<file path="src/rtl/pfc_pkg.sv">
`default_nettype none

package pfc_pkg;

    localparam int CHANS = 3;

    // Channel order inside the pipeline.
    localparam int CH_R = 0;
    localparam int CH_G = 1;
    localparam int CH_B = 2;

    typedef enum logic [2:0] {
        FMT_RGBA    = 3'd0,
        FMT_RGB     = 3'd1,
        FMT_MASK    = 3'd2,
        FMT_ARGB    = 3'd3,
        FMT_BGRA    = 3'd4,
        FMT_BGRA_PM = 3'd5
    } fmt_t;

    typedef enum logic [0:0] {
        REG_SOURCE_FORMAT = 1'b0,
        REG_TARGET_FORMAT = 1'b1
    } reg_idx_t;

    localparam logic [2:0] NBYTES_MASK = 3'd1;
    localparam logic [2:0] NBYTES_RGB  = 3'd3;
    localparam logic [2:0] NBYTES_FULL = 3'd4;

    // Grey weights and a reciprocal of 100 that is exact for sums up to 25500.
    localparam logic [14:0] GREY_WR     = 15'd30;
    localparam logic [14:0] GREY_WG     = 15'd59;
    localparam logic [14:0] GREY_WB     = 15'd11;
    localparam logic [29:0] GREY_RECIP  = 30'd20972;
    localparam int          GREY_SHIFT  = 21;
    localparam logic [14:0] GREY_MAXSUM = 15'd25500;

    // Restoring division state for one channel of the unpremultiply.
    typedef struct packed {
        logic [7:0] rem;     // partial remainder, below the divisor unless the channel saturates
        logic [7:0] num_lo;  // numerator bits not yet shifted in, MSB first
        logic [7:0] quo;     // quotient bits produced so far
        logic       sat;     // channel at or above alpha: result saturates
    } div_lane_t;

    // Four restoring division steps.
    function automatic div_lane_t div_step4(div_lane_t lane, logic [7:0] den);
        div_lane_t  o;
        logic [8:0] r;
        o = lane;
        for (int i = 0; i < 4; i++)
        begin
            r = {o.rem, o.num_lo[7]};
            o.num_lo = {o.num_lo[6:0], 1'b0};
            if (r >= {1'b0, den})
            begin
                r = r - {1'b0, den};
                o.quo = {o.quo[6:0], 1'b1};
            end
            else
            begin
                o.quo = {o.quo[6:0], 1'b0};
            end
            o.rem = r[7:0];
        end
        return o;
    endfunction

    // floor(x / 255), exact for x below 65280.
    function automatic logic [7:0] div255(logic [15:0] x);
        logic [16:0] t;
        t = {1'b0, x} + {9'd0, x[15:8]} + 17'd1;
        return t[15:8];
    endfunction

endpackage

`default_nettype wire

</file>
<file path="src/rtl/pixel_format_converter.sv">
// Five register stages: decode, two divider stages, resolve, and target layout.
// Throughput: one pixel per cycle while m_tready is high; each stage holds its pixel only while the
// next stage is full, so bubbles close up under backpressure.
// Depth is set by the eight-bit unpremultiply divider, four quotient bits per stage.
// Reset clears all stage valid bits and sets both formats to RGBA.
`default_nettype none

module pixel_format_converter
(
    input  wire logic        clk,
    input  wire logic        rst_n,
    // APB configuration port
    input  wire logic        psel,
    input  wire logic        penable,
    input  wire logic        pwrite,
    input  wire logic [2:0]  paddr,
    input  wire logic [31:0] pwdata,
    output logic      [31:0] prdata,
    output logic             pready,
    // Input stream
    input  wire logic        s_tvalid,
    output logic             s_tready,
    input  wire logic [31:0] s_tdata,  // in_byte0, in_byte1, in_byte2, in_byte3
    // Output stream
    output logic             m_tvalid,
    input  wire logic        m_tready,
    output logic      [39:0] m_tdata   // out_byte0..out_byte3, out_bytes, zero pad
);

    localparam int NC = pfc_pkg::CHANS;

    // ------------------------------------------------------------------
    // Configuration registers
    // ------------------------------------------------------------------
    logic [2:0] source_format_reg;
    logic [2:0] target_format_reg;
    logic       cfg_write;

    assign pready    = 1'b1;
    assign cfg_write = psel & penable & pwrite & pready;

    always_ff @(posedge clk or negedge rst_n)
    begin
        if (!rst_n)
        begin
            source_format_reg <= pfc_pkg::FMT_RGBA;
            target_format_reg <= pfc_pkg::FMT_RGBA;
        end
        else if (cfg_write)
        begin
            unique case (pfc_pkg::reg_idx_t'(paddr[2]))
                pfc_pkg::REG_SOURCE_FORMAT: source_format_reg <= pwdata[2:0];
                pfc_pkg::REG_TARGET_FORMAT: target_format_reg <= pwdata[2:0];
                default: ;
            endcase
        end
    end

    always_comb
    begin
        unique case (pfc_pkg::reg_idx_t'(paddr[2]))
            pfc_pkg::REG_SOURCE_FORMAT: prdata = {29'd0, source_format_reg};
            pfc_pkg::REG_TARGET_FORMAT: prdata = {29'd0, target_format_reg};
            default:                    prdata = 32'd0;
        endcase
    end

    // ------------------------------------------------------------------
    // Pipeline flow control
    // ------------------------------------------------------------------
    logic [5:1] valid_reg;
    logic [5:1] rdy;

    always_comb
    begin
        rdy[5] = !valid_reg[5] || m_tready;
        for (int k = 4; k >= 1; k--)
        begin
            rdy[k] = !valid_reg[k] || rdy[k+1];
        end
    end

    assign s_tready = rdy[1];

    always_ff @(posedge clk or negedge rst_n)
    begin
        if (!rst_n)
        begin
            valid_reg <= '0;
        end
        else
        begin
            if (rdy[1]) valid_reg[1] <= s_tvalid;
            for (int k = 2; k <= 5; k++)
            begin
                if (rdy[k]) valid_reg[k] <= valid_reg[k-1];
            end
        end
    end

    // ------------------------------------------------------------------
    // Stage 1: decode source layout, set up the divider
    // ------------------------------------------------------------------
    logic [7:0] in_b0, in_b1, in_b2, in_b3;
    logic [NC-1:0][7:0] s1_chan_next;
    logic [7:0]         s1_a_next;
    logic               s1_pm_next;
    pfc_pkg::div_lane_t [NC-1:0] s1_lane_next;

    logic [NC-1:0][7:0] s1_chan_reg;
    logic [7:0]         s1_a_reg;
    logic               s1_pm_reg;
    pfc_pkg::div_lane_t [NC-1:0] s1_lane_reg;

    assign in_b0 = s_tdata[7:0];
    assign in_b1 = s_tdata[15:8];
    assign in_b2 = s_tdata[23:16];
    assign in_b3 = s_tdata[31:24];

    always_comb
    begin
        logic [15:0] num;
        s1_pm_next = 1'b0;
        unique case (pfc_pkg::fmt_t'(source_format_reg))
            pfc_pkg::FMT_RGB:
            begin
                s1_chan_next = {in_b2, in_b1, in_b0};
                s1_a_next    = 8'hFF;
            end
            pfc_pkg::FMT_MASK:
            begin
                s1_chan_next = {in_b0, in_b0, in_b0};
                s1_a_next    = 8'hFF;
            end
            pfc_pkg::FMT_ARGB:
            begin
                s1_chan_next = {in_b3, in_b2, in_b1};
                s1_a_next    = in_b0;
            end
            pfc_pkg::FMT_BGRA:
            begin
                s1_chan_next = {in_b0, in_b1, in_b2};
                s1_a_next    = in_b3;
            end
            pfc_pkg::FMT_BGRA_PM:
            begin
                s1_chan_next = {in_b0, in_b1, in_b2};
                s1_a_next    = in_b3;
                s1_pm_next   = 1'b1;
            end
            default:
            begin
                s1_chan_next = {in_b2, in_b1, in_b0};
                s1_a_next    = in_b3;
            end
        endcase
        // Numerator c*255; when c is below alpha the quotient fits in 8 bits
        // and the upper numerator byte is already below the divisor.
        for (int i = 0; i < NC; i++)
        begin
            num = {s1_chan_next[i], 8'd0} - {8'd0, s1_chan_next[i]};
            s1_lane_next[i].rem    = num[15:8];
            s1_lane_next[i].num_lo = num[7:0];
            s1_lane_next[i].quo    = 8'd0;
            s1_lane_next[i].sat    = s1_chan_next[i] >= s1_a_next;
        end
    end

    always_ff @(posedge clk)
    begin
        if (rdy[1] && s_tvalid)
        begin
            s1_chan_reg <= s1_chan_next;
            s1_a_reg    <= s1_a_next;
            s1_pm_reg   <= s1_pm_next;
            s1_lane_reg <= s1_lane_next;
        end
    end

    // ------------------------------------------------------------------
    // Stages 2 and 3: unpremultiply divider
    // ------------------------------------------------------------------
    logic [NC-1:0][7:0] s2_chan_reg, s3_chan_reg;
    logic [7:0]         s2_a_reg, s3_a_reg;
    logic               s2_pm_reg, s3_pm_reg;
    pfc_pkg::div_lane_t [NC-1:0] s2_lane, s3_lane;
    logic               s2_en, s3_en;

    assign s2_en = rdy[2] && valid_reg[1];
    assign s3_en = rdy[3] && valid_reg[2];

    pfc_div_stage u_div_hi
    (
        .clk      (clk),
        .en       (s2_en),
        .den      (s1_a_reg),
        .lane_in  (s1_lane_reg),
        .lane_out (s2_lane)
    );

    pfc_div_stage u_div_lo
    (
        .clk      (clk),
        .en       (s3_en),
        .den      (s2_a_reg),
        .lane_in  (s2_lane),
        .lane_out (s3_lane)
    );

    always_ff @(posedge clk)
    begin
        if (s2_en)
        begin
            s2_chan_reg <= s1_chan_reg;
            s2_a_reg    <= s1_a_reg;
            s2_pm_reg   <= s1_pm_reg;
        end
        if (s3_en)
        begin
            s3_chan_reg <= s2_chan_reg;
            s3_a_reg    <= s2_a_reg;
            s3_pm_reg   <= s2_pm_reg;
        end
    end

    // ------------------------------------------------------------------
    // Stage 4: resolve RGBA, form premultiply products and grey sum
    // ------------------------------------------------------------------
    logic [NC-1:0][7:0]  s4_chan_next, s4_chan_reg;
    logic [NC-1:0][15:0] s4_prod_next, s4_prod_reg;
    logic [14:0]         s4_gsum_next, s4_gsum_reg;
    logic [7:0]          s4_a_reg;
    logic                s4_en;

    assign s4_en = rdy[4] && valid_reg[3];

    always_comb
    begin
        for (int i = 0; i < NC; i++)
        begin
            if (!s3_pm_reg)
                s4_chan_next[i] = s3_chan_reg[i];
            else if (s3_a_reg == 8'd0)
                s4_chan_next[i] = 8'd0;   // fully transparent decodes as black
            else if (s3_lane[i].sat)
                s4_chan_next[i] = 8'hFF;
            else
                s4_chan_next[i] = s3_lane[i].quo;
            s4_prod_next[i] = {8'd0, s4_chan_next[i]} * {8'd0, s3_a_reg};
        end
        s4_gsum_next = {7'd0, s4_chan_next[pfc_pkg::CH_R]} * pfc_pkg::GREY_WR
                     + {7'd0, s4_chan_next[pfc_pkg::CH_G]} * pfc_pkg::GREY_WG
                     + {7'd0, s4_chan_next[pfc_pkg::CH_B]} * pfc_pkg::GREY_WB;
    end

    always_ff @(posedge clk)
    begin
        if (s4_en)
        begin
            s4_chan_reg <= s4_chan_next;
            s4_prod_reg <= s4_prod_next;
            s4_gsum_reg <= s4_gsum_next;
            s4_a_reg    <= s3_a_reg;
        end
    end

    // ------------------------------------------------------------------
    // Stage 5: constant divisions and target layout
    // ------------------------------------------------------------------
    logic [NC-1:0][7:0] pm_chan;
    logic [29:0]        grey_mul;
    logic [7:0]         grey;
    logic [7:0]         o0_next, o1_next, o2_next, o3_next;
    logic [2:0]         nbytes_next;
    logic [7:0]         o0_reg, o1_reg, o2_reg, o3_reg;
    logic [2:0]         nbytes_reg;
    logic [7:0]         r4, g4, b4;

    assign r4 = s4_chan_reg[pfc_pkg::CH_R];
    assign g4 = s4_chan_reg[pfc_pkg::CH_G];
    assign b4 = s4_chan_reg[pfc_pkg::CH_B];

    always_comb
    begin
        for (int i = 0; i < NC; i++)
        begin
            pm_chan[i] = pfc_pkg::div255(s4_prod_reg[i]);
        end
        grey_mul = {15'd0, s4_gsum_reg} * pfc_pkg::GREY_RECIP;
        grey     = grey_mul[pfc_pkg::GREY_SHIFT +: 8];
    end

    always_comb
    begin
        o1_next = 8'd0;
        o2_next = 8'd0;
        o3_next = 8'd0;
        unique case (pfc_pkg::fmt_t'(target_format_reg))
            pfc_pkg::FMT_RGB:
            begin
                o0_next = r4;
                o1_next = g4;
                o2_next = b4;
                nbytes_next = pfc_pkg::NBYTES_RGB;
            end
            pfc_pkg::FMT_MASK:
            begin
                o0_next = grey;
                nbytes_next = pfc_pkg::NBYTES_MASK;
            end
            pfc_pkg::FMT_ARGB:
            begin
                o0_next = s4_a_reg;
                o1_next = r4;
                o2_next = g4;
                o3_next = b4;
                nbytes_next = pfc_pkg::NBYTES_FULL;
            end
            pfc_pkg::FMT_BGRA:
            begin
                o0_next = b4;
                o1_next = g4;
                o2_next = r4;
                o3_next = s4_a_reg;
                nbytes_next = pfc_pkg::NBYTES_FULL;
            end
            pfc_pkg::FMT_BGRA_PM:
            begin
                o0_next = pm_chan[pfc_pkg::CH_B];
                o1_next = pm_chan[pfc_pkg::CH_G];
                o2_next = pm_chan[pfc_pkg::CH_R];
                o3_next = s4_a_reg;
                nbytes_next = pfc_pkg::NBYTES_FULL;
            end
            default:
            begin
                o0_next = r4;
                o1_next = g4;
                o2_next = b4;
                o3_next = s4_a_reg;
                nbytes_next = pfc_pkg::NBYTES_FULL;
            end
        endcase
    end

    always_ff @(posedge clk)
    begin
        if (rdy[5] && valid_reg[4])
        begin
            o0_reg     <= o0_next;
            o1_reg     <= o1_next;
            o2_reg     <= o2_next;
            o3_reg     <= o3_next;
            nbytes_reg <= nbytes_next;
        end
    end

    assign m_tvalid = valid_reg[5];
    assign m_tdata  = {5'd0, nbytes_reg, o3_reg, o2_reg, o1_reg, o0_reg};

    // ------------------------------------------------------------------
    // Assertions
    // ------------------------------------------------------------------
    // The input side only stalls when every stage holds a pixel.
    a_stall_only_full: assert property (@(posedge clk) disable iff (!rst_n)
        !s_tready |-> (valid_reg == 5'b11111))
        else $error("input stalled with a bubble in the pipeline");

    a_nbytes_legal: assert property (@(posedge clk) disable iff (!rst_n)
        valid_reg[5] |-> (nbytes_reg == pfc_pkg::NBYTES_MASK ||
                          nbytes_reg == pfc_pkg::NBYTES_RGB ||
                          nbytes_reg == pfc_pkg::NBYTES_FULL))
        else $error("illegal output byte count");

    a_unused_zero: assert property (@(posedge clk) disable iff (!rst_n)
        (valid_reg[5] && nbytes_reg != pfc_pkg::NBYTES_FULL) |->
        (o3_reg == 8'd0 &&
         (nbytes_reg != pfc_pkg::NBYTES_MASK || (o1_reg == 8'd0 && o2_reg == 8'd0))))
        else $error("output byte beyond the byte count is not zero");

    a_grey_range: assert property (@(posedge clk) disable iff (!rst_n)
        valid_reg[4] |-> (s4_gsum_reg <= pfc_pkg::GREY_MAXSUM))
        else $error("grey sum out of range");

    // A stalled output stage keeps its pixel.
    a_out_held: assert property (@(posedge clk) disable iff (!rst_n)
        (valid_reg[5] && !m_tready) |=> (valid_reg[5] && $stable(m_tdata)))
        else $error("pending result lost under backpressure");

endmodule

`default_nettype wire

</file>
<file path="src/rtl/pfc_div_stage.sv">
`default_nettype none

// One register stage of the unpremultiply divider: four quotient bits for
// each color channel, all sharing the alpha divisor.
module pfc_div_stage
(
    input  wire logic                                      clk,
    input  wire logic                                      en,
    input  wire logic [7:0]                                den,
    input  wire pfc_pkg::div_lane_t [pfc_pkg::CHANS-1:0]   lane_in,
    output pfc_pkg::div_lane_t      [pfc_pkg::CHANS-1:0]   lane_out
);

    pfc_pkg::div_lane_t [pfc_pkg::CHANS-1:0] lane_reg;
    pfc_pkg::div_lane_t [pfc_pkg::CHANS-1:0] lane_next;

    always_comb
    begin
        for (int i = 0; i < pfc_pkg::CHANS; i++)
        begin
            lane_next[i] = pfc_pkg::div_step4(lane_in[i], den);
        end
    end

    always_ff @(posedge clk)
    begin
        if (en)
        begin
            lane_reg <= lane_next;
        end
    end

    assign lane_out = lane_reg;

endmodule

`default_nettype wire

</file>
<file path="config.mk">
export PLATFORM = sky130hd
export DESIGN_NAME = pixel_format_converter
export DESIGN_NICKNAME = d
export VERILOG_FILES = /design/src/rtl/pfc_pkg.sv /design/src/rtl/pixel_format_converter.sv /design/src/rtl/pfc_div_stage.sv
export SDC_FILE = /design/constraint.sdc
export NUM_CORES = 2
export LEC_CHECK = 0
export BUFFER_PORTS_ARGS = -buffer_cell sky130_fd_sc_hd__buf_2
export CAP_MARGIN = 20
export CORE_UTILIZATION = 39
export CTS_CLUSTER_SIZE = 14
export DETAILED_ROUTE_END_ITERATION = 12
export PLACE_DENSITY = 0.6
export SETUP_SLACK_MARGIN = 0.05
export SYNTH_ARGS = -nofsm -noshare
export SYNTH_HDL_FRONTEND = slang
export SYNTH_HIERARCHICAL = 1
export SYNTH_SLANG_ARGS = --single-unit
</file>
<file path="constraint.sdc">
create_clock -name clk -period 19.5 [get_ports clk]
set_input_delay 3.9 -clock clk [delete_from_list [all_inputs] [get_ports clk]]
set_output_delay 3.9 -clock clk [all_outputs]
set_load 0.01 [all_outputs]
</file>
## Word level (Yosys, flattened, before mapping)

Cells that the tools add are included.

- Mux-type cells: 63
- Magnitude comparators: 27
- $mul: 7
- Add/sub/neg operators: 32
- Equality and inequality tests: 10
- Bitwise operators: 3
- Reductions and logical operators: 21

Operator list:

| cell | number |
|---|---|
| $mux 8 | 30 |
| $ge 9x8->1 | 24 |
| $sub 8x8->8 | 21 |
| $pmux 24 s3 | 1 |
| $pmux 32 s2 | 1 |
| $pmux 8 s4 | 2 |
| $add 16x1->16 const B | 3 |
| $add 16x8->16 | 3 |
| $mul 8x8->16 | 3 |
| $sub 16x8->16 | 3 |
| $pmux 8 s2 | 2 |
| $mul 15x13->27 const B | 1 |
| $mux 1 | 25 |
| $ge 8x8->1 | 3 |
| $mul 8x4->12 const B | 2 |
| $pmux 8 s3 | 1 |
| $add 13x14->15 | 1 |
| $add 15x12->15 | 1 |
| $mul 8x6->14 const B | 1 |
| $eq 3x2->1 const B | 4 |
| $eq 3x3->1 const B | 4 |
| $logic_not 8->1 | 1 |
| $eq 3x1->1 const B | 2 |
| $pmux 3 s2 | 1 |
| other kinds (7) | 23 |

- Register bits after elaboration: 369
- Output and inout port bits: 75
- Input port bits: 74
- Word-level logic and storage cells: 225

## Logic depth before layout (Yosys ltp)

- Depth in word-level cells: 8
- Mapped depth: 40
- Gate-level depth less buffers: 39

## Hierarchy

Netlist, hierarchy kept.

By module, submodules not included:

| module | cells each | sequential area each (µm²) | instances | area an instance (µm²) |
|---|---|---|---|---|
| pixel_format_converter | 2306 | 8593.2 | 1 | 25555.8 |
| pfc_div_stage (u_div_lo) | 785 | 1891.8 | 1 | 7444.6 |
| pfc_div_stage (u_div_hi) | 714 | 1891.8 | 1 | 7029.2 |

## Worst setup path after synthesis

Ideal clock, no wire load.

- Path type: register to register
- Start: register s1_a_reg[1]
- End: register u_div_hi.lane_reg (netlist bit u_div_hi/lane_out[68]), data pin
- Library setup time: 0.260 ns
- Setup slack: 10.709 ns
- Required time: 19.240 ns
- Arrival time: 8.531 ns
- Stages on the path, launching flop included: 37
- Path buffers: 1
- Clock period less this slack: 8.791 ns
- Cells stage by stage: edfxtp_1 > inv_1 > ha_1 > nor2b_1 > o211ai_1 > a31oi_1 > o21a_1 > nor2_1 > mux2_2 > ha_1 > o21a_1 > o31ai_1 > a21oi_1 > nand2_1 > and2_1 > clkbuf_1 > mux2_2 > inv_1 > ha_1 > nor2b_1 > o21ai_0 > a21boi_0 > o21ai_0 > nor4b_1 > nor4_1 > a311oi_4 > mux2i_1 > ha_1 > nor2b_1 > o21ai_0 > a21boi_0 > o21ai_0 > a21oi_1 > o21ai_0 > nand2b_1 > a221oi_4 > mux2_2

RTL lines:

| what | line | text |
|---|---|---|
| start: declaration | pixel_format_converter.sv:111 | `logic [7:0] s1_a_reg;` |
| start signal: assignment | pixel_format_converter.sv:174 | `s1_a_reg <= s1_a_next;` |
| end signal: assignment | pfc_div_stage.sv:29 | `lane_reg <= lane_next;` |
| end: declaration | pfc_div_stage.sv:14 | `pfc_pkg::div_lane_t [pfc_pkg::CHANS-1:0] lane_reg;` |

==> results by group <==
Setup path
  • Slowest stage delay, CP: 0.78 ns
  • Buffers & Inverters on Critical Path: 6
  • Worst Reg2Reg Path Length in Cells: 37
  • Worst endpoint data arrival time: 10.58 ns
  • Critical Path RT: 19.82 ns
  • Worst r2r src: s1_a_reg[1]
  • Crit end category: flip-flop
  • Most frequent CP cell: o21ai_0
  • Delay-heaviest family, CP: compound AO/OA/AOI/OAI gates
  • Crit start category: flip-flop
  • CP Max Fanout: 12
  • Crit-path slowest cell: edfxtp_1
  • Reg2reg setup slack: 9.24 ns
  • Worst setup path category: flip-flop to flip-flop
  • Worst r2r dst: u_div_hi/lane_out[45]

Floorplanning
  • Die X: 312.7 um
  • Core Region: 95290 um2
  • Die area: 97770 um2
  • Initial Util: 0.3950
  • Die Y: 312.7 um
  • # rows: 113
  • Num ports: 149

Run
  • Max_cap viols: 0

Place
  • IO Port Bufs: 82
  • Post-DP HPWL: 71930 um
  • GPL Wtd Cong: 0.8758

Drt
  • Total vias in the final route: 26220
  • Iteration-0 DRC Markers: 1476
  • Post-Route WL: 91660 um
  • Wirelength per Cell: 18.13 um
  • ANT nets after route: 0
  • Pre-antenna DRT Iters: 5
  • Drt drc: 0
  • Via/cell ratio: 5.186

Min path
  • Min-delay src: s2_chan_reg[9]
  • Worst Hold Path EP: s3_chan_reg[9]
  • Tightest Hold Check Type: flip-flop to flip-flop
  • Hold Path Depth: 0

Synth
  • Post-synthesis cell count: 3637
  • Syn Area/Cell: 10.35 um2
  • Synth warn: 6
  • Area of the mapped netlist: 37640 um2

Finish
  • Syn-to-layout area delta: 9.236%
  • Max reg flops: 51
  • Fillers: 9155
  • Commonest non-fill, non-tap cell in the layout: inv_1
  • Most frequent cells in the layout: inv_1, ha_1, edfxtp_1
  • Share of layout cells above drive strength 1: 0.1111
  • Final #Nets: 4602

STA
  • Rel. slew slack: 0.3160
  • FMAX: 97.48 MHz
  • Slew @ Worst Pin: 1.026 ns
  • Final slew viol count: 0
  • Setup violators final: 0
  • RSZ-0062 raised after global routing: false
  • Post-route clock period utilization: 0.5261
  • Setup TNS: 0 ns
  • Final min period: 10.26 ns
  • Hold Vio Cnt, Final: 0
  • Clk_skew: 0.02542 ns

Clock tree
  • H-tree depth: 2
  • Clock Pin Slew Worst Setup and Hold Paths: 0.07 ns
  • Post-CTS setup buffers: 0
  • CTS root buffer: clkbuf_16
  • CTS hold repair buffers: 0
  • Maximum clock insertion buffer count: 3
  • CTS Buf Count: 43
  • Post-CTS sizing: 0
  • CTS tree: built
  • Worst skew pair latency: 0.59 ns
  • CTS sink count: 366

Status
  • Status: finished clean

Global routing
  • Vias in the first global route: 26820
  • First-pass GRT wire length: 146600 um
  • Grt ovf: 0
  • Initial antenna violation count: 4
  • Largest net degree at the start of global routing: 82
  • Tot GR Track Use: 0.1897
==> metal layers <==
layer	GRT usage	routed length [um]
met1	0.2452	40650
met2	0.3336	45060
met3	0.02177	3514
met4	0.05299	2402
met5	0	34
==> area by class of cell <==
cell class	instances	area (um2)	share of cell area
antenna	1	2.502	0.00006085
clock buffer	46	1087	0.02644
clock inverter	31	350.3	0.008519
multi-input combinational	2675	24300	0.5910
inverter	537	2021	0.04914
tap	1265	1583	0.03849
timing repair buffer	135	840.8	0.02045
sequential	366	10940	0.2659
==> stage by stage <==
step | hold slack, ns | utilization | std cells | setup WS (ns) | area, um2
after floorplan | 0.4003 | - | 3670 | 10.71 | 37770
after global placement | 0.4011 | 0.4159 | 4976 | 9.379 | 39630
after detailed placement | 0.4045 | 0.4159 | 4976 | 9.280 | 39630
after global routing | 0.4190 | 0.4315 | 5056 | 8.165 | 41120
final | 0.4040 | 0.4315 | 5056 | 9.242 | 41120
after CTS | 0.4057 | 0.4310 | 5053 | 9.229 | 41070
==> worst max-delay path by stage <==
stage	startpoint	end	slack, ns	cells past startpoint
6_report	s1_a_reg[1]	u_div_hi/lane_out[45]	9.24	37
5_1_grt	s1_a_reg[1]	u_div_hi/lane_out[48]	8.17	37
3_5_place_dp	s1_a_reg[1]	u_div_hi/lane_out[47]	9.28	37
2_1_floorplan	s1_a_reg[1]	u_div_hi/lane_out[68]	10.71	36
4_1_cts	s1_a_reg[1]	u_div_hi/lane_out[47]	9.23	37
3_3_place_gp	s1_a_reg[1]	u_div_hi/lane_out[49]	9.38	37
Power is not shown: default switching activity piles up to over one toggle a cycle in this logic, so the estimate is an artifact.
